===== config.mk =====
export PLATFORM = sky130hd
export DESIGN_NAME = xbd_half_v0
export DESIGN_NICKNAME = d
export VERILOG_FILES = /design/src/xbd_pkg.sv /design/src/xbd_half_v0.sv
export SDC_FILE = /design/constraint.sdc
export NUM_CORES = 1
export LEC_CHECK = 0
export BUFFER_PORTS_ARGS = -buffer_cell sky130_fd_sc_hd__buf_2
export CAP_MARGIN = 15
export CORE_ASPECT_RATIO = 1.5
export CORE_MARGIN = 3
export CORE_UTILIZATION = 41
export DETAILED_ROUTE_END_ITERATION = 8
export GPL_TIMING_DRIVEN = 1
export HOLD_SLACK_MARGIN = 0.02
export PLACE_DENSITY = 0.68
export RECOVER_POWER = 50
export SKIP_LAST_GASP = 1
export SLEW_MARGIN = 40
export SYNTH_ARGS = -nofsm -noshare
export SYNTH_HDL_FRONTEND = slang
export SYNTH_SLANG_ARGS = --single-unit

===== constraint.sdc =====
create_clock -name i_clk -period 20.1 [get_ports i_clk]
set_input_delay 5.025 -clock i_clk [delete_from_list [all_inputs] [get_ports i_clk]]
set_output_delay 5.025 -clock i_clk [all_outputs]
set_load 0.03 [all_outputs]

===== src/xbd_pkg.sv =====
// ----------------------------------------------------------------------------
// XTEA block decrypt package
// Shared word types, register indexes and the round mixing function.
// ----------------------------------------------------------------------------
package xbd_pkg;

    // Round constant of the cipher
    localparam logic [31:0] XBD_DELTA       = 32'h9E3779B9;
    // Register index width and reset round count
    localparam int          XBD_CFG_IW      = 3;
    localparam logic [5:0]  XBD_ROUND_RESET = 6'd32;

    // Configuration register indexes
    typedef enum logic [XBD_CFG_IW-1:0] {
        CFG_KEY0   = 3'd0,
        CFG_KEY1   = 3'd1,
        CFG_KEY2   = 3'd2,
        CFG_KEY3   = 3'd3,
        CFG_ROUNDS = 3'd4
    } t_cfg_index;

    // Four key words, indexed by the two selector bits of the sum
    typedef logic [3:0][31:0] t_key_set;

    // Input word: one ciphertext block
    typedef struct packed {
        logic [31:0] cipher_first;
        logic [31:0] cipher_second;
    } t_in_word;

    // Output word: one plaintext block
    typedef struct packed {
        logic [31:0] plain_first;
        logic [31:0] plain_second;
    } t_out_word;

    // Working state carried down the pipeline
    typedef struct packed {
        logic [31:0] v0;
        logic [31:0] v1;
        logic [31:0] sum;
    } t_lane;

    // Shift-xor-add mixing of one word
    function automatic logic [31:0] mix_word(input logic [31:0] w);
        mix_word = ((w << 4) ^ (w >> 5)) + w;
    endfunction

endpackage


===== src/xbd_half_v0.sv =====
// ----------------------------------------------------------------------------
// XTEA block decrypt second half round
// Subtracts from the first word, keyed by sum bits 1..0 of the lowered sum.
// One register stage with its own flow control.
// ----------------------------------------------------------------------------
module xbd_half_v0
    import xbd_pkg::*;
(
    input  logic     i_clk,
    input  logic     i_rst_n,
    input  logic     i_active,
    input  t_key_set i_key,
    input  logic     i_valid,
    input  t_lane    i_lane,
    output logic     o_ready,
    output logic     o_valid,
    output t_lane    o_lane,
    input  logic     i_ready
);

    logic  r_valid;
    t_lane r_lane;
    t_lane n_lane;
    logic  w_ready;

    // Half-round arithmetic; idle rounds pass through
    always_comb begin
        n_lane = i_lane;
        if (i_active) begin
            n_lane.v0 = i_lane.v0 - (mix_word(i_lane.v1)
                        ^ (i_lane.sum + i_key[i_lane.sum[1:0]]));
        end
    end

    assign w_ready = !r_valid || i_ready;

    // Advance when the next stage takes the word or this one is empty
    always_ff @(posedge i_clk) begin
        if (!i_rst_n) begin
            r_valid <= 1'b0;
        end else if (w_ready) begin
            r_valid <= i_valid;
        end
    end

    always_ff @(posedge i_clk) begin
        if (w_ready && i_valid) begin
            r_lane <= n_lane;
        end
    end

    assign o_ready = w_ready;
    assign o_valid = r_valid;
    assign o_lane  = r_lane;

endmodule


Word-level counts from Yosys, hierarchy flattened
Index checks and enable logic that the tools add are counted.
W data, S select, Z words.
{ "classes": {"addsub": 3, "order_cmp": 1, "mux": 3, "bitwise": 2, "n_reduce_logical": 3} }
{ "op_table": {"columns": ["cell", "n"], "rows": [
  ["$add A32 B32 Y32", 2],
  ["$bmux W32 S2", 1],
  ["$mux W32", 2],
  ["$sub A32 B32 Y32", 1],
  ["$xor A32 B27 Y32", 1],
  ["$xor A32 B32 Y32", 1],
  ["$lt A2 B3 Y1 const B", 1],
  ["$logic_and A1 B1 Y1", 1],
  ["$logic_not A1 Y1", 1],
  ["$logic_or A1 B1 Y1", 1]
]} }
{ "word_totals": {"reg_bits": 97, "input_bits": 229} }

Depth between registers and ports, before layout
{ "logic_depth": {"depth_word": 6, "mapped_depth": 26, "ltp_nobuf": 24} }

Least setup slack after synthesis
No wires, ideal clock.
{ "synth_timing": {"path_kind": "input port to flip-flop", "start": "input i_lane[0] (netlist name)", "end": "register r_lane (netlist bit o_lane[94]) (data pin)", "setup_time_ns": 0.270, "t_arrival_ns": 10.330, "t_required_ns": 19.830, "path_slack_ns": 9.499, "stages": 24, "n_path_buf": 2, "path_cell_list": "clkbuf_1 > buf_1 > mux4_2 > ha_1 > a211oi_1 > a22oi_1 > nand3_1 > a21o_1 > nand2_1 > nand3_1 > nand2_1 > a21o_1 > a21oi_1 > xnor2_1 > ha_1 > a21o_1 > a21o_1 > a21o_1 > a221o_1 > a221o_1 > a41o_1 > o41ai_2 > xor2_1 > a21oi_1"} }
{ "synth_rtl": {"columns": ["item", "line", "source"], "rows": [
  ["start, declared", "xbd_half_v0.sv:14", "input t_lane i_lane,"],
  ["end signal, assigned", "xbd_half_v0.sv:48", "r_lane <= n_lane;"],
  ["end, declared", "xbd_half_v0.sv:22", "t_lane r_lane;"]
]} }

==> impl_metrics.toml <==
[outcome]
status = "complete, but fails checks"
failed_checks = "max-capacitance violations, max-slew violations"

[place]
port_buffers = 326
dp_hpwl_mm = 24.3
routabilityCongestion = 0.903
dpl_cell_area_sq_um = 10900

[worst_setup_path]
critical_path.max_fanout = 34
critPathLaunchType = "input port"
crit_path_end_kind = "register"
crit_required_ns = 20.19
worstSetupPathType = "in2reg"
crit_arrival_ns = 11.99

[floorplan]
io_pins = 327
dieArea_sq_um = 23800
rows = 65
coreArea_sq_um = 21300
chipWidth_um = 127
start_util = 0.422
die_y_um = 187

[clock_network]
clock_path_buffers = 2
clk_latency_ns = 0.36
tritoncts = "yes"
htreeDepth = 3
cts.sinks = 97
cts_inserted_buffers = 9
cts_resized = 0
cts_hold_buf = 0
cts_setup_buffers = 0
clk_pin_slew_worst_paths_ns = 0.07
cts-root-buf = "clkbuf_16"

[power]
power_switching_w = 0.000521
comb_power_share = 0.627
seqPwrFrac = 0.230
p_leak_nw = 4.70
power.density_nw_per_um2 = 110
finalPower_w = 0.00121
switching_share = 0.431
ir_worst_vdd_mv = 0.0652
p_int_w = 0.000687
p_clk_frac = 0.143

[sta]
timing.final.crit_share = 0.592
holdWs_ns = 0.524
period_needed_ns = 11.90
fin_tns_setup_ns = 0
fin_worst_skew_ns = 0.00441
rsz0062_at_grt = "false"
timing.final.hold_violations = 0
setup_viol = 0
tightest_slew_ns = 2.67
drv_slew = 113
max_freq_mhz = 84.0
slew_headroom = -0.782

[global_route]
grt_max_degree = 57
grt_use_total = 0.239
grt_pass1_wl_mm = 44.4
antenna_found_initial = 0
grt_pass1_vias = 8392
grt-ovfl-total = 0

[drt]
drt_iter0_drc = 369
ant_nets = 0
avgRoutedWirePerCell_um = 20.1
num_vias = 8039
drtPass1Iterations = 5
vias_per_cell = 5.60
drt_wl_total_mm = 28.8
drc = 0

[layout]
fin_area_sq_um = 11000
area_growth_pct = 22.6
num-nets-final = 1488
drive_gt1_frac = 0.266
final_core_utilization = 0.518
antennaDiodeCount = 0

[worst_hold_path]
hp-class = "reg2reg"

[synthesis]
dominantRegCellSynth = "edfxtp_1"
ys_ff_latch = 97
avgSynthCellArea_sq_um = 10.6
yosysSeqAreaShare = 0.323
synth.area.top_cells = "edfxtp_1 (32%), ha_1 (13%), xnor2_1 (8.9%)"
syn_nets = 1171
synthTopCellsByCount = "edfxtp_1 (96), ha_1 (93), xnor2_1 (91), a21oi_1 (79), xor2_1 (50)"
synth-edff-count = 96
synth_top_area_share = 0.320
postSynth.asyncResetShare = 0
syn_inst = 846
ys_types = 69
yosys.area.top_type = "edfxtp_1"
yosysMostFrequentCell = "edfxtp_1"
syn_area_sq_um = 8990
yosysWarnings = 0

[run]
max_cap_violations = 3
-- worst max-delay path: stages --
cell      delay, ns
clkbuf_1       1.79
mux4_2         0.70
ha_1           0.38
a211oi_1       0.48
a22oi_1        0.16
nand3_1        0.14
a21o_1         0.12
nand2_1        0.09
nand3_1        0.10
nand2_1        0.08
a21o_1         0.19
a21oi_1        0.17
xnor2_1        0.18
ha_1           0.34
a21o_1         0.18
a21o_1         0.17
a21o_1         0.18
a221o_1        0.34
a221o_1        0.38
a41o_1         0.29
o41ai_2        0.24
xor2_1         0.18
a21oi_1        0.08
-- final timing paths --
path                                            from                    to  slack (ns)  cells past startpoint
worst max-delay path                       i_lane[0]  o_lane[94]$_DFFE_PP_        8.20                     23
worst min-delay path            o_valid$_SDFFE_PN0N_  o_valid$_SDFFE_PN0N_        0.52                      2
worst max register to register  o_valid$_SDFFE_PN0N_  o_lane[21]$_DFFE_PP_       16.47                      3
worst min register to register  o_valid$_SDFFE_PN0N_  o_valid$_SDFFE_PN0N_        0.52                      2
-- sequential cells by signal (all words and copies together), names as in the netlist --
signal / cells
o_lane: 96
o_valid: 1
-- kinds of logic (layout without fill, tap and decap cells) --
family | Yosys count | in the layout | share of synthesized area
buffers and inverters | 50 | 371 | 0.0231
adders and majority gates | 96 | 96 | 0.136
xor gates and xnor gates | 142 | 142 | 0.140
AOI/OAI and AO/OA | 247 | 247 | 0.182
DFF | 97 | 97 | 0.323
muxes | 53 | 53 | 0.107
and+or+nand+nor | 161 | 161 | 0.0894
-- metrics by stage --
stage	worst slack [ns]	instances
2_1_floorplan	9.50	846
3_3_place_gp	9.00	1420
3_5_place_dp	9.23	1420
4_1_cts	9.59	1435
5_1_grt	7.43	1435
6_report	8.20	1435
-- per-layer routing --
| layer | track usage | wire length (um) |
|---|---|---|
| met2 | 0.445 | 15600 |
| met1 | 0.258 | 10500 |
| met3 | 0.0420 | 1500 |
| met5 | 0 | 0 |
| met4 | 0.111 | 1180 |
-- layout make-up --
type	count	area (sq um)
fill	2055	10300
multi-input combinational	699	5880
sequential	97	2900
timing repair buffer	327	1510
tap	268	335
clock buffer	9	225
inverter	29	109
clock inverter	6	60.1
-- power groups by stage --
stage                     combinational [W]  clock (W)  sequential [W]
after floorplan                    0.000505          0        0.000346
after global placement             0.000760          0        0.000281
after detailed placement           0.000761          0        0.000282
after CTS                          0.000767   0.000178        0.000278
after global routing               0.000831   0.000185        0.000281
final                              0.000758   0.000173        0.000278
-- layout by cell type (no fill, tap or decap), drive strengths merged, types with 3 or more instances in the layout --
cell	instances
a21o	43
o211ai	4
inv	29
clkinv	4
fa	3
nand3b	4
or2	3
mux4	32
nand2b	5
o31ai	7
and2	7
clkbuf	110
nand3	22
nor2	32
or3	5
and3	5
a211oi	8
edfxtp	96
xnor2	91
a21oi	80
nor4	3
nand4	8
nor2b	8
ha	93
buf	226
o21bai	17
xor2	50
a211o	3
o21ai	35
nor3	7
a31oi	11
mux2	21
o21a	12
nand2	45
a221oi	5
o221ai	3
(Power assumes the default switching activity.)
