==> src/xbd_pkg.sv <==
// ----------------------------------------------------------------------------
// XTEA block decrypt package
// Shared word types, register indexes and the round mixing function.
// ----------------------------------------------------------------------------
package xbd_pkg;

    // Round constant of the cipher
    localparam logic [31:0] XBD_DELTA       = 32'h9E3779B9;
    // Register index width and reset round count
    localparam int          XBD_CFG_IW      = 3;
    localparam logic [5:0]  XBD_ROUND_RESET = 6'd32;

    // Configuration register indexes
    typedef enum logic [XBD_CFG_IW-1:0] {
        CFG_KEY0   = 3'd0,
        CFG_KEY1   = 3'd1,
        CFG_KEY2   = 3'd2,
        CFG_KEY3   = 3'd3,
        CFG_ROUNDS = 3'd4
    } t_cfg_index;

    // Four key words, indexed by the two selector bits of the sum
    typedef logic [3:0][31:0] t_key_set;

    // Input word: one ciphertext block
    typedef struct packed {
        logic [31:0] cipher_first;
        logic [31:0] cipher_second;
    } t_in_word;

    // Output word: one plaintext block
    typedef struct packed {
        logic [31:0] plain_first;
        logic [31:0] plain_second;
    } t_out_word;

    // Working state carried down the pipeline
    typedef struct packed {
        logic [31:0] v0;
        logic [31:0] v1;
        logic [31:0] sum;
    } t_lane;

    // Shift-xor-add mixing of one word
    function automatic logic [31:0] mix_word(input logic [31:0] w);
        mix_word = ((w << 4) ^ (w >> 5)) + w;
    endfunction

endpackage

==> src/xbd_half_v1.sv <==
// ----------------------------------------------------------------------------
// XTEA block decrypt first half round
// Subtracts from the second word, keyed by sum bits 12..11, and steps the
// sum down by delta. One register stage with its own flow control.
// ----------------------------------------------------------------------------
module xbd_half_v1
    import xbd_pkg::*;
(
    input  logic     i_clk,
    input  logic     i_rst_n,
    input  logic     i_active,
    input  t_key_set i_key,
    input  logic     i_valid,
    input  t_lane    i_lane,
    output logic     o_ready,
    output logic     o_valid,
    output t_lane    o_lane,
    input  logic     i_ready
);

    logic  r_valid;
    t_lane r_lane;
    t_lane n_lane;
    logic  w_ready;

    // Half-round arithmetic; idle rounds pass through
    always_comb begin
        n_lane = i_lane;
        if (i_active) begin
            n_lane.v1  = i_lane.v1 - (mix_word(i_lane.v0)
                         ^ (i_lane.sum + i_key[i_lane.sum[12:11]]));
            n_lane.sum = i_lane.sum - XBD_DELTA;
        end
    end

    assign w_ready = !r_valid || i_ready;

    // Advance when the next stage takes the word or this one is empty
    always_ff @(posedge i_clk) begin
        if (!i_rst_n) begin
            r_valid <= 1'b0;
        end else if (w_ready) begin
            r_valid <= i_valid;
        end
    end

    always_ff @(posedge i_clk) begin
        if (w_ready && i_valid) begin
            r_lane <= n_lane;
        end
    end

    assign o_ready = w_ready;
    assign o_valid = r_valid;
    assign o_lane  = r_lane;

endmodule

==> config.mk <==
export PLATFORM = sky130hd
export DESIGN_NAME = xbd_half_v1
export DESIGN_NICKNAME = d
export VERILOG_FILES = /design/src/xbd_pkg.sv /design/src/xbd_half_v1.sv
export SDC_FILE = /design/constraint.sdc
export NUM_CORES = 1
export LEC_CHECK = 0
export BUFFER_PORTS_ARGS = -buffer_cell sky130_fd_sc_hd__buf_2
export CAP_MARGIN = 20
export CORE_UTILIZATION = 50
export DETAILED_ROUTE_END_ITERATION = 16
export PLACE_DENSITY_LB_ADDON = 0.15
export SLEW_MARGIN = 20
export SYNTH_ARGS = -nofsm -noshare
export SYNTH_HDL_FRONTEND = slang
export SYNTH_SLANG_ARGS = --single-unit
==> constraint.sdc <==
create_clock -name i_clk -period 8.6 [get_ports i_clk]
set_input_delay 2.15 -clock i_clk [delete_from_list [all_inputs] [get_ports i_clk]]
set_output_delay 2.15 -clock i_clk [all_outputs]
set_load 0.05 [all_outputs]
=== After elaboration in Yosys (flattened, before gate mapping) ===
Index checks and enable logic that the tools add are counted.
W data, S select, Z words.

* Bits in registers: 97
* Latch bits: 0
* Bits in writable memories: 0
* ROM bits: 0
* Input bits: 229
* Logic and storage cells: 17
* Memories: 0

* Add/sub/neg operators: 4
* Multiply operators: 0
* Div/mod/pow operators: 0
* $lt $le $gt $ge: 1
* Equal/unequal tests: 0
* Shift operators: 0
* Muxes and demuxes: 3
* Bitwise gates (word level): 2
* Reductions and logical operators: 3

{| class="wikitable"
|+ Operator list
! operator !! number
|-
| $add A32 B32 Y32 || 2
|-
| $bmux W32 S2 || 1
|-
| $mux W64 || 1
|-
| $mux W32 || 1
|-
| $sub A32 B32 Y32 || 1
|-
| $sub A32 B32 Y32 const B || 1
|-
| $xor A32 B27 Y32 || 1
|-
| $xor A32 B32 Y32 || 1
|-
| $lt A2 B3 Y1 const B || 1
|-
| $logic_and A1 B1 Y1 || 1
|-
| $logic_not A1 Y1 || 1
|-
| $logic_or A1 B1 Y1 || 1
|}

=== Logic depth before layout (Yosys ltp) ===
* Depth in word-level cells: 6
* Depth in mapped cells: 26
* Depth with buffers taken out: 24

=== Least setup slack after synthesis ===
No wires, ideal clock.

* Path type: in2reg
* From: input i_lane[11] in the netlist's numbering
* To: register r_lane (netlist bit o_lane[61]), data pin
* Library setup time: 260 ps
* Arrival: 7,555 ps
* Required time: 8,340 ps
* Path slack: 785 ps
* Stages on the path: 24
* Path buffers: 2
* Cell sequence: clkbuf_1 -> buf_1 -> mux4_2 -> ha_1 -> a211o_1 -> nor2_1 -> and3_1 -> o31a_1 -> o31ai_2 -> a211oi_1 -> nor2_1 -> xnor2_1 -> xnor2_1 -> ha_1 -> and2_1 -> a221o_1 -> a21o_1 -> a21o_1 -> a21o_1 -> a21o_1 -> a21oi_1 -> o41ai_1 -> xor2_1 -> mux2_2

{| class="wikitable"
|+ RTL lines
! item !! line !! RTL
|-
| from (decl) || xbd_half_v1.sv:14 || <nowiki>input t_lane i_lane,</nowiki>
|-
| to (signal assigned) || xbd_half_v1.sv:49 || <nowiki>r_lane <= n_lane;</nowiki>
|-
| to (decl) || xbd_half_v1.sv:22 || <nowiki>t_lane r_lane;</nowiki>
|}

==> flow_summary_export.csv <==
group,metric,value,unit
logic_synthesis,yosysTopAreaCellShare,30.3,%
clock_network,clk_latency,0.37,ns
finish,diodes,0,
critical_path,crit_path_frequent_cell,"a21o_1",
critical_path,crit_chain,"buf_2 > buf_4 > mux4_2 > ha_1 > a21o_1 > a21oi_1 > and3_1 > o31a_1 > o31ai_2 > a211oi_1 > nor2_1 > xnor2_1 > xnor2_1 > ha_1 > and2_1 > a221o_1 > a21o_1 > a21o_1 > a21o_1 > a21o_1 > a21oi_1 > o41ai_1 > xor2_1 > mux2_2",
clock_network,hold_buffers,0,
finish,areaGrowthSynthToFinish,22.8,%
critical_path,critPathKind,"in -> reg",
floorplan,die_x,140,µm
clock_network,cts_buffers,9,
floorplan,core,0.0186,mm²
floorplan,ios,327,
route,wl_per_cell,18.1,µm
timing,finClkSkew,0.00891,ns
finish,mostFrequentLayoutCells,"buf_2 (326), xnor2_1 (115), edfxtp_1 (96), ha_1 (94), a21oi_1 (80)",
route,ant_nets,0,
pwr,irDropWorstVdd,0.121,mV
clock_network,cts_setup_buffers,0,
route,drtIter0Drc,528,
logic_synthesis,synth_edf_count,96,
timing,fin_ws,0.918,ns
pwr,power_density,256,mW/mm²
run,cap_violations,0,
global_route,grt_max_degree,66,
timing,setup_viol,0,
critical_path,cp-start-kind,"input pin",
finish,layout_commonest_cell,"buf_2",
clock_network,path_clk_slew,0.08,ns
critical_path,worstPathMaxFanout,20,
logic_synthesis,synth_cell_types,68,
place,gp_congestion,0.922,
clock_network,cts_tree,"built",
global_route,grt_usage,27.5,%
clock_network,post_cts_resized,0,
place,hpwl,21900,µm
floorplan,start_util,51.0,%
timing,slew_violations,0,
global_route,antenna_found_initial,0,
place,io_buffers,326,
route,post-route-drc-count,0,
clock_network,cts_htree_levels,3,
logic_synthesis,syn_inst,919,
logic_synthesis,synth_top_area_cell,"edfxtp_1",
global_route,grt_pass1_wl,41800,µm
pwr,power.total,0.00299,W
logic_synthesis,synth-warning-count,0,
timing,fin_crit_sh,89.3,%
timing,max_freq,130,MHz
logic_synthesis,synth.top_cells.by_area,"edfxtp_1 (30%), ha_1 (12%), xnor2_1 (11%)",
route,wl,26800,µm
min_path,hold_path_class,"reg -> reg",
pwr,p_leak,5.32,nW
critical_path,slowest_stage,"mux4_2",
logic_synthesis,synth_ff_type,"edfxtp_1",
global_route,grt_pass1_vias,8063,
global_route,globalRouteOverflowTotal,0,
finish,layout.nets,1568,
floorplan,fp.dieArea,0.0196,mm²
route,drt-vias-per-instance,5.71,
critical_path,slowest_delay,0.50,ns
clock_network,clk_path_buf_depth,2,
floorplan,fp.dieH,140,µm
critical_path,cp_data_required_time,8.72,ns
timing,setup_tns,0,ns
logic_synthesis,ys_async_sr_fraction,0,%
logic_synthesis,synth-seq-cells,97,
route,vias,8457,
status,status,"completed",
timing,tightest_slew,0.778,ns
logic_synthesis,synth-seq-area-share,30.5,%
logic_synthesis,syn_area_per_cell,10.3,µm²
floorplan,row_count,50,
timing,slew_headroom,48.1,%
finish,layout-drive-gt1-share,33.5,%
logic_synthesis,syn_area,0.00950,mm²
critical_path,cp_data_arrival_time,7.80,ns
timing,grt_setup_unrepaired,"no",
logic_synthesis,syn-num-nets,1245,
route,first_pass_iters,5,
timing,post-route-min-period,7.68,ns
critical_path,crit_path_end_kind,"flop",
clock_network,cts_sinks,97,
clock_network,root_buffer,"clkbuf_16",
timing,hold_violations,0,
place,place_ws,0.562,ns
-- where the power goes --
| part | total, W | switching [W] | leakage, nW | internal [W] |
|---|---|---|---|---|
| registers | 0.000656 | 0.0000176 | 0.936 | 0.000639 |
| logic | 0.00193 | 0.00114 | 4.25 | 0.000792 |
| clock network | 0.000407 | 0.000207 | 0.134 | 0.000199 |
| total | 0.00299 | 0.00136 | 5.32 | 0.00163 |
-- routing by layer --
metal | share of wire (%) | up-vias | GRT usage [%] | wire, µm
met5 | 0 | - | 0 | 0
met4 | 1.4 | 0 | 6.88 | 388
met3 | 6.5 | 26 | 3.10 | 1750
met2 | 46 | 355 | 44.1 | 12200
met1 | 47 | 3927 | 39.4 | 12400
li1 | - | 4149 | - | -
-- area by class of cell --
type | instances | area, µm²
Clock buffer | 9 | 225
Sequential cell | 97 | 2900
Tap cell | 234 | 293
Multi-Input combinational cell | 773 | 6420
Fill cell | 1638 | 6970
Inverter | 30 | 113
Clock inverter | 7 | 53.8
Timing Repair Buffer | 331 | 1670
-- synth_stat cells (12+ instances only) --
| master | count |
|---|---|
| xnor2_1 | 115 |
| edfxtp_1 | 96 |
| ha_1 | 94 |
| a21oi_1 | 80 |
| xor2_1 | 60 |
| a21o_1 | 55 |
| nor2_1 | 46 |
| nand2_1 | 43 |
| mux4_2 | 32 |
| inv_1 | 28 |
| o21ai_0 | 25 |
| mux2_2 | 24 |
| nand3_1 | 20 |
| nor3_1 | 15 |
| clkbuf_1 | 12 |
| nand2b_1 | 12 |
| o21ai_1 | 12 |
-- kinds of logic after synthesis --
| group | after synthesis | share of synthesized area (%) |
|---|---|---|
| compound gates | 262 | 18.4 |
| simple gates | 180 | 9.15 |
| mux | 58 | 10.6 |
| fa+ha+maj | 97 | 13.0 |
| buf+inv | 49 | 1.95 |
| xor+xnor | 176 | 16.4 |
| flops | 97 | 30.5 |
-- critical path, delay by kind of cell --
kind / cells / cell delay [ns]
muxes: 2 / 0.79
xor gates and xnor gates: 3 / 0.52
AOI/OAI and AO/OA: 12 / 2.33
and+or+nand+nor: 3 / 0.58
adders and majority gates: 2 / 0.69
buffers and inverters: 2 / 0.73
-- flip-flops by register name (all words and copies together), names as in the netlist --
signal	cells
o_lane	96
o_valid	1
-- final timing paths --
path / cells after the start / start / end / slack [ns]
max: 24 / i_lane[11] / o_lane[61] / 0.92
max reg2reg: 3 / o_valid / o_lane[30] / 6.56
min: 2 / o_valid / o_valid / 0.54
min reg2reg: 2 / o_valid / o_valid / 0.54
-- through the flow --
step                hold WS [ns]  cell area [µm²]  util, %  cells
global placement           0.515            11400     61.1   1465
floorplan                   1.15             9500        -    919
global route               0.589            11700     62.6   1481
CTS                        0.559            11700     62.6   1481
detailed placement         0.549            11400     61.1   1465
finish                     0.543            11700     62.6   1481
Power figures use the tool's default switching activity.
