$ cat src/xbd_pkg.sv
// ----------------------------------------------------------------------------
// XTEA block decrypt package
// Shared word types, register indexes and the round mixing function.
// ----------------------------------------------------------------------------
package xbd_pkg;

    // Round constant of the cipher
    localparam logic [31:0] XBD_DELTA       = 32'h9E3779B9;
    // Register index width and reset round count
    localparam int          XBD_CFG_IW      = 3;
    localparam logic [5:0]  XBD_ROUND_RESET = 6'd32;

    // Configuration register indexes
    typedef enum logic [XBD_CFG_IW-1:0] {
        CFG_KEY0   = 3'd0,
        CFG_KEY1   = 3'd1,
        CFG_KEY2   = 3'd2,
        CFG_KEY3   = 3'd3,
        CFG_ROUNDS = 3'd4
    } t_cfg_index;

    // Four key words, indexed by the two selector bits of the sum
    typedef logic [3:0][31:0] t_key_set;

    // Input word: one ciphertext block
    typedef struct packed {
        logic [31:0] cipher_first;
        logic [31:0] cipher_second;
    } t_in_word;

    // Output word: one plaintext block
    typedef struct packed {
        logic [31:0] plain_first;
        logic [31:0] plain_second;
    } t_out_word;

    // Working state carried down the pipeline
    typedef struct packed {
        logic [31:0] v0;
        logic [31:0] v1;
        logic [31:0] sum;
    } t_lane;

    // Shift-xor-add mixing of one word
    function automatic logic [31:0] mix_word(input logic [31:0] w);
        mix_word = ((w << 4) ^ (w >> 5)) + w;
    endfunction

endpackage

$ cat src/xbd_cfg.sv
// ----------------------------------------------------------------------------
// XTEA block decrypt configuration registers
// Holds the four key words and the raw round count.
// ----------------------------------------------------------------------------
module xbd_cfg
    import xbd_pkg::*;
(
    input  logic                  i_clk,
    input  logic                  i_rst_n,
    input  logic                  i_cfg_we,
    input  logic [XBD_CFG_IW-1:0] i_cfg_index,
    input  logic [31:0]           i_cfg_data,
    output t_key_set              o_key,
    output logic [5:0]            o_round_count
);

    t_key_set   r_key;
    logic [5:0] r_round_count;

    // Write one register; indexes past the list are dropped
    always_ff @(posedge i_clk) begin
        if (!i_rst_n) begin
            r_key         <= '0;
            r_round_count <= XBD_ROUND_RESET;
        end else if (i_cfg_we) begin
            case (i_cfg_index)
                CFG_KEY0:   r_key[0]      <= i_cfg_data;
                CFG_KEY1:   r_key[1]      <= i_cfg_data;
                CFG_KEY2:   r_key[2]      <= i_cfg_data;
                CFG_KEY3:   r_key[3]      <= i_cfg_data;
                CFG_ROUNDS: r_round_count <= i_cfg_data[5:0];
                default: begin
                end
            endcase
        end
    end

    assign o_key         = r_key;
    assign o_round_count = r_round_count;

endmodule

$ cat config.mk
export PLATFORM = sky130hd
export DESIGN_NAME = xbd_cfg
export DESIGN_NICKNAME = d
export VERILOG_FILES = /design/src/xbd_pkg.sv /design/src/xbd_cfg.sv
export SDC_FILE = /design/constraint.sdc
export NUM_CORES = 1
export LEC_CHECK = 0
export BUFFER_PORTS_ARGS = -buffer_cell sky130_fd_sc_hd__buf_2
export CAP_MARGIN = 20
export CORE_MARGIN = 1.5
export CORE_UTILIZATION = 45
export CTS_BUF_LIST = sky130_fd_sc_hd__clkbuf_8
export DETAILED_ROUTE_END_ITERATION = 16
export PLACE_DENSITY = 0.83
export SLEW_MARGIN = 30
export SYNTH_ARGS = -nofsm -noshare
export SYNTH_HDL_FRONTEND = slang
export SYNTH_SLANG_ARGS = --single-unit
$ cat constraint.sdc
create_clock -name i_clk -period 1.8 [get_ports i_clk]
set_input_delay 0.45 -clock i_clk [delete_from_list [all_inputs] [get_ports i_clk]]
set_output_delay 0.45 -clock i_clk [all_outputs]
set_load 0.02 [all_outputs]
* Yosys cells after proc, flatten, opt, wreduce, memory -nomap -nowiden *
Index checks and enable logic that the tools add are counted.

word-level totals
  bits of input ports = 38
  word-level logic and storage cells = 15
  output and inout bits = 134
  bits in registers = 134

operators by class
  eq/ne operators = 4
  reduce and logical (&&, ||, !) cells = 6

operator list
  cell                                            count
  AND reduction 2 bit                             5
  == test 3 x 2 -> 1 bit (second input constant)  2
  == test 3 x 1 -> 1 bit (second input constant)  1
  == test 3 bit (second input constant)           1
  zero test 3 bit                                 1

* Logic depth before layout (Yosys ltp) *
Gate-level depths: netlist of run 1.

  depth in word-level cells = 2
  gate-level depth with buffers = 5
  mapped depth without buffers = 2

* Worst setup path before layout of run 1 *
Ideal clock, no wire load.

  path type = input to register
  start = input port i_cfg_index[1]
  end = register r_key (netlist bit o_key[10])
  data required time = 1.728 ns
  path slack = 0.462 ns
  stages on the path = 3
  setup time = 0.072 ns
  data arrival time = 1.267 ns
  path buffers = 1
  cell sequence = nor4b_4 > buf_6 > mux2i_1

on the way
  longest elaborated chain between the ends = 2

ends and longest elaborated chain
  what                                  line           text
  start, declared                       xbd_cfg.sv:11  input logic [XBD_CFG_IW-1:0] i_cfg_index,
  zero test 3 bit                       xbd_cfg.sv:26  case (i_cfg_index)
  AND reduction 2 bit (no source line)  n/a
  end, declared                         xbd_cfg.sv:17  t_key_set r_key;

No other way between the ends.
A chain may end at the register's enable or synchronous reset.

* Final worst setup path of run 1 *
  start = register r_key (netlist bit o_key[28])
  end = output port o_key[28] (netlist bit)

RTL lines
  what           line           text
  end, declared  xbd_cfg.sv:13  output t_key_set o_key,

No word-level cell between the ends.

==> flow_summary.json, run 1 <==
{
  "grt_max_degree": 46,
  "cts.clk_slew.worst_paths_ns": 0.08,
  "chipWidth_um": 108,
  "most-common-layout-cells": "buf_2, nand2_1, mux2i_1, dfxtp_1, clkbuf_8",
  "synth.cell_area_sq_um": 4930,
  "critPathTopFamily": "flip-flops",
  "timing_worst_setup_path_type": "reg -> out",
  "total_gr_overflow": 0,
  "placeableCoreArea_sq_um": 10700,
  "critical_path_s_largest_stage_delay_ns": 0.36,
  "hold_viol_final": 0,
  "buffer_cell_driving_the_clock_tree_root": "clkbuf_8",
  "final-setup-viol-count": 0,
  "multi_input_area_sq_um": 2070,
  "finish.net_count": 679,
  "first_global_vias": 3865,
  "synth_warnings": 0,
  "grt_setup_unrepaired": "no",
  "drtPass1Iterations": 5,
  "ctsResizeCount": 0,
  "ordered_list_of_cells_on_the_worst_path": "buf_2",
  "skew_ns": 0,
  "tightest_slew_ns": 0.583,
  "place_congestion": 0.742,
  "critPathRequiredTime_ns": 1.35,
  "area_delta_synth_final_pct": 28.4,
  "clkSinkCount": 134,
  "hold_ws_ns": 0.309,
  "report.final.slew_viol_count": 0,
  "postRouteWirelength_um": 11900,
  "sum_of_negative_setup_slack_ns": 0,
  "syn_avg_cell_area_sq_um": 10.4,
  "diodes": 0,
  "cts_inserted_buffers": 17,
  "syn_inst": 474,
  "critPathLaunchType": "register",
  "number_of_standard_cell_rows_in_the_floorplan": 38,
  "worst-path-buf-inv": 1,
  "grt_antenna_before_repair": 0,
  "design.die.area_sq_um": 11600,
  "max_capacitance_violation_count": 0,
  "overall_die_height_um": 108,
  "drive_gt1_share_pct": 33.0,
  "post_cts_buffers": 0,
  "worst_ep_arrival_time_ns": 0.97,
  "dr_total_vias": 3942,
  "groute.usage.overall_pct": 21.1,
  "drt-wirelength-per-cell_um": 15.0,
  "status": "finished clean",
  "initial_core_util_pct": 45.8,
  "ys_seq_area_share_pct": 54.5,
  "power.leakage_nw": 3.48,
  "drc": 0,
  "ys_ff_latch": 134,
  "count_of_unique_library_cells_instantiated_by_yosys": 11,
  "num_io_pins": 172,
  "timing.critical_path.slowest_stage_cell": "dfxtp_1",
  "power.ir.vdd_worst_mv": 0.523,
  "drtAntennaViolNets": 0,
  "clock_path_buffers": 2,
  "period_needed_ns": 1.42,
  "timing.fmax_mhz": 705,
  "fill_cells": 924,
  "clock_latency_ns": 0.43,
  "min_period_over_period_pct": 78.8,
  "timing.critical_path.to_type": "primary output",
  "critPathMaxFanout": 2,
  "cts-hold-fix-buffers": 0,
  "worst_slew_margin_rel_pct": 61.1,
  "grt_pass1_wl_um": 18900,
  "mostFrequentLayoutCell": "buf_2",
  "detail_route.iter0.violations": 136,
  "syn-num-nets": 512,
  "via_per_inst": 4.96,
  "buffer_ports.inserted": 171,
  "pwr_density_cell_nw_per_um2": 946,
  "dpl.hpwl_um": 8110,
  "final-seq-area_sq_um": 2680,
  "ctsHtreeMaxLevel": 4,
  "cts_tree": "yes",
  "min_path_type": "in -> reg"
}
[synthesized netlist by cell type, drive strengths merged]
master,number,share of area (%)
nand2,165,13
nand4b,1,0.18
dfxtp,134,54
nor4b,1,0.48
clkbuf,6,0.46
buf,28,3.7
mux2i,134,27
nor2b,2,0.25
nand4bb,3,0.69
[layer usage]
layer / wire, um / part of all wire (%) / vias up / track usage (%)
met1: 5020 / 42 / 1900 / 24.0
met3: 747 / 6.3 / 14 / 6.05
met4: 162 / 1.4 / 0 / 8.55
li1: - / - / 1899 / -
met5: 0 / 0 / - / 0
met2: 5990 / 50 / 129 / 36.9
[worst paths after layout]
| path | slack, ns | cells past startpoint | start | to |
|---|---|---|---|---|
| setup / recovery | 0.38 | 1 | o_key[28] | o_key[28] |
| hold / removal | 0.31 | 3 | i_cfg_data[5] | o_round_count[5] |
| hold reg to reg | 0.46 | 2 | o_key[44] | o_key[44] |
| setup reg to reg | 1.14 | 2 | o_key[112] | o_key[112] |
[kinds of logic (layout without fill, tap and decap cells)]
logic type	after synthesis	after routing	synth area share, %
and+or+nand+nor	172	172	14.2
muxes	134	134	27.2
DFF	134	134	54.5
buffers and inverters	34	214	4.14
[sequential cells by signal (all words and copies together), names as in the netlist]
name / count
o_key: 128
o_round_count: 6
[metrics by stage]
stage | instance area [sq um] | utilization (%) | power, W | setup slack (ns) | std cells
finish | 6330 | 58.9 | 0.00599 | 0.382 | 794
detailed placement | 5930 | 55.2 | 0.00360 | 0.183 | 762
global route | 6330 | 58.9 | 0.00620 | 0.336 | 794
floorplan | 4930 | - | 0.00342 | 0.462 | 474
CTS | 6330 | 58.9 | 0.00604 | 0.356 | 794
global placement | 5930 | 55.2 | 0.00358 | 0.289 | 762
[worst min-delay path, stage by stage]
cell and delay (ns):
buf_2 0.09, nor2b_1 0.04, mux2i_1 0.11
[area by class of cell]
cell class                      count  share of cell area, %
Sequential cell                   134                   42.4
Timing Repair Buffer              182                   15.9
Clock inverter                     13                   2.10
Tap cell                          140                   2.77
Clock buffer                       19                   4.13
Multi-Input combinational cell    306                   32.7
[power by group]
group / total, W / leakage [nW] / internal [W] / switching (W)
clock network: 0.00245 / 0.199 / 0.00129 / 0.00116
logic: 0.000469 / 2.19 / 0.000172 / 0.000296
registers: 0.00306 / 1.08 / 0.00303 / 0.0000343
(Power assumes the default switching activity.)
==> run 2, diff against run 1 <==
==> constraint.sdc (replaced) <==
create_clock -name i_clk -period 1.44 [get_ports i_clk]
set_input_delay 0.36 -clock i_clk [delete_from_list [all_inputs] [get_ports i_clk]]
set_output_delay 0.36 -clock i_clk [all_outputs]
set_load 0.02 [all_outputs]
==> flow_summary.json, run 2 (same netlist as run 1, synthesis figures left out) <==
{
  "cts_tree": "yes",
  "power.leakage_nw": 3.51,
  "most-common-layout-cells": "buf_2, nand2_1, mux2i_1, dfxtp_1, clkbuf_8",
  "power.ir.vdd_worst_mv": 0.540,
  "tightest_slew_ns": 0.343,
  "postRouteWirelength_um": 11700,
  "hold_ws_ns": 0.219,
  "first_global_vias": 3825,
  "status": "finished clean",
  "chipWidth_um": 108,
  "final_cells": 800,
  "report.final.slew_viol_count": 0,
  "critPathLaunchType": "register",
  "post_cts_buffers": 0,
  "final-setup-viol-count": 0,
  "critPathRequiredTime_ns": 1.08,
  "grt_setup_unrepaired": "no",
  "diodes": 0,
  "place_inst": 769,
  "grt_antenna_before_repair": 0,
  "min_path_type": "in -> reg",
  "area_delta_synth_final_pct": 29.0,
  "period_needed_ns": 1.32,
  "pwr_density_cell_nw_per_um2": 1130,
  "reg2reg_from": "o_key[127]",
  "ordered_list_of_cells_on_the_worst_path": "buf_2",
  "max_capacitance_violation_count": 0,
  "timing_worst_setup_path_type": "reg -> out",
  "buffer_cell_driving_the_clock_tree_root": "clkbuf_8",
  "initial_core_util_pct": 45.8,
  "groute.usage.overall_pct": 20.6,
  "whs_endpoint": "o_round_count[5]",
  "timing.hold.worst_path_depth": 3,
  "cts.clk_slew.worst_paths_ns": 0.07,
  "clock_path_buffers": 2,
  "skew_ns": 0,
  "overall_die_height_um": 108,
  "timing.fmax_mhz": 757,
  "min_period_over_period_pct": 91.8,
  "drtAntennaViolNets": 0,
  "rr_worst_depth": 2,
  "hold_path_startpoint": "i_cfg_data[5]",
  "worst-r2r-setup-slack_ns": 0.81,
  "fill_cells": 896,
  "dpl.hpwl_um": 8370,
  "drive_gt1_share_pct": 33.2,
  "largest_reg_flops": 128,
  "dr_total_vias": 3896,
  "ctsResizeCount": 0,
  "placeableCoreArea_sq_um": 10700,
  "worst_slew_margin_rel_pct": 77.1,
  "mostFrequentLayoutCell": "buf_2",
  "design.die.area_sq_um": 11600,
  "num_io_pins": 172,
  "grt_max_degree": 51,
  "critPathTopFamily": "flip-flops",
  "worst_ep_arrival_time_ns": 0.96,
  "cts-hold-fix-buffers": 0,
  "total_gr_overflow": 0,
  "number_of_standard_cell_rows_in_the_floorplan": 38,
  "critPathMaxFanout": 2,
  "via_per_inst": 4.87,
  "drt-wirelength-per-cell_um": 14.7,
  "drc": 0,
  "worst-path-buf-inv": 1,
  "clock_latency_ns": 0.42,
  "hold_viol_final": 0,
  "place_congestion": 0.784,
  "grt_pass1_wl_um": 18500,
  "clkSinkCount": 134,
  "cts_inserted_buffers": 17,
  "r2r_end": "o_key[127]",
  "ctsHtreeMaxLevel": 4,
  "timing.critical_path.to_type": "primary output",
  "finish.net_count": 686,
  "timing.critical_path.slowest_stage_cell": "dfxtp_1",
  "power.total_w": 0.00716,
  "detail_route.iter0.violations": 161,
  "critical_path_s_largest_stage_delay_ns": 0.36,
  "buffer_ports.inserted": 171,
  "drtPass1Iterations": 4
}
## run 2: cell count changes in the layout (fill, tap and decap cells not counted), sizes merged
cell      change
buf           +7
bufinv        -1
clkbuf        -1
clkinvlp      -2
inv           +3
## run 2: power by group
group / total (W) / internal (W) / switching, W
Sequential: 0.00383 / 0.00379 / 0.0000422
Combinational: 0.000606 / 0.000233 / 0.000373
Clock: 0.00272 / 0.00136 / 0.00136
## run 2: metal layers
| metal | track usage, % | share of wire, % | vias to the layer above |
|---|---|---|---|
| met3 | 6.23 | 6.3 | 17 |
| li1 | - | - | 1910 |
| met1 | 23.7 | 42 | 1831 |
| met5 | 0 | 0 | - |
| met2 | 35.1 | 50 | 138 |
| met4 | 9.49 | 1.4 | 0 |
## run 2: cell type report
class | instances | area (sq um) | share of cell area, %
multi-input cells | 306 | 2070 | 32.6
flip-flops and latches | 134 | 2680 | 42.2
repair buffers | 189 | 1080 | 17.0
clock buffers | 18 | 248 | 3.90
clock inverters | 13 | 95.1 | 1.50
well taps | 140 | 175 | 2.76
## run 2: metrics by stage
stage | cell area, sq um | setup TNS (ns) | setup slack, ns | utilization, %
finish | 6350 | 0 | 0.119 | 59.1
global route | 6350 | 0 | 0.0624 | 59.1
CTS | 6350 | 0 | 0.0821 | 59.1
detailed placement | 6010 | -0.0117 | -0.00766 | 55.9
global placement | 6010 | 0 | 0.0643 | 55.9
floorplan | 4930 | 0 | 0.192 | -
## run 2: worst max path at each step
stage	from	end	slack, ns	cells past startpoint
6_report	o_key[16]	o_key[16]	0.12	1
5_1_grt	o_key[64]	o_key[64]	0.06	1
4_1_cts	o_key[127]	o_key[127]	0.08	1
2_1_floorplan	i_cfg_index[1]	o_key[10]	0.19	3
3_5_place_dp	i_cfg_index[0]	o_key[8]	-0.008	4
3_3_place_gp	i_cfg_index[0]	o_key[15]	0.06	4
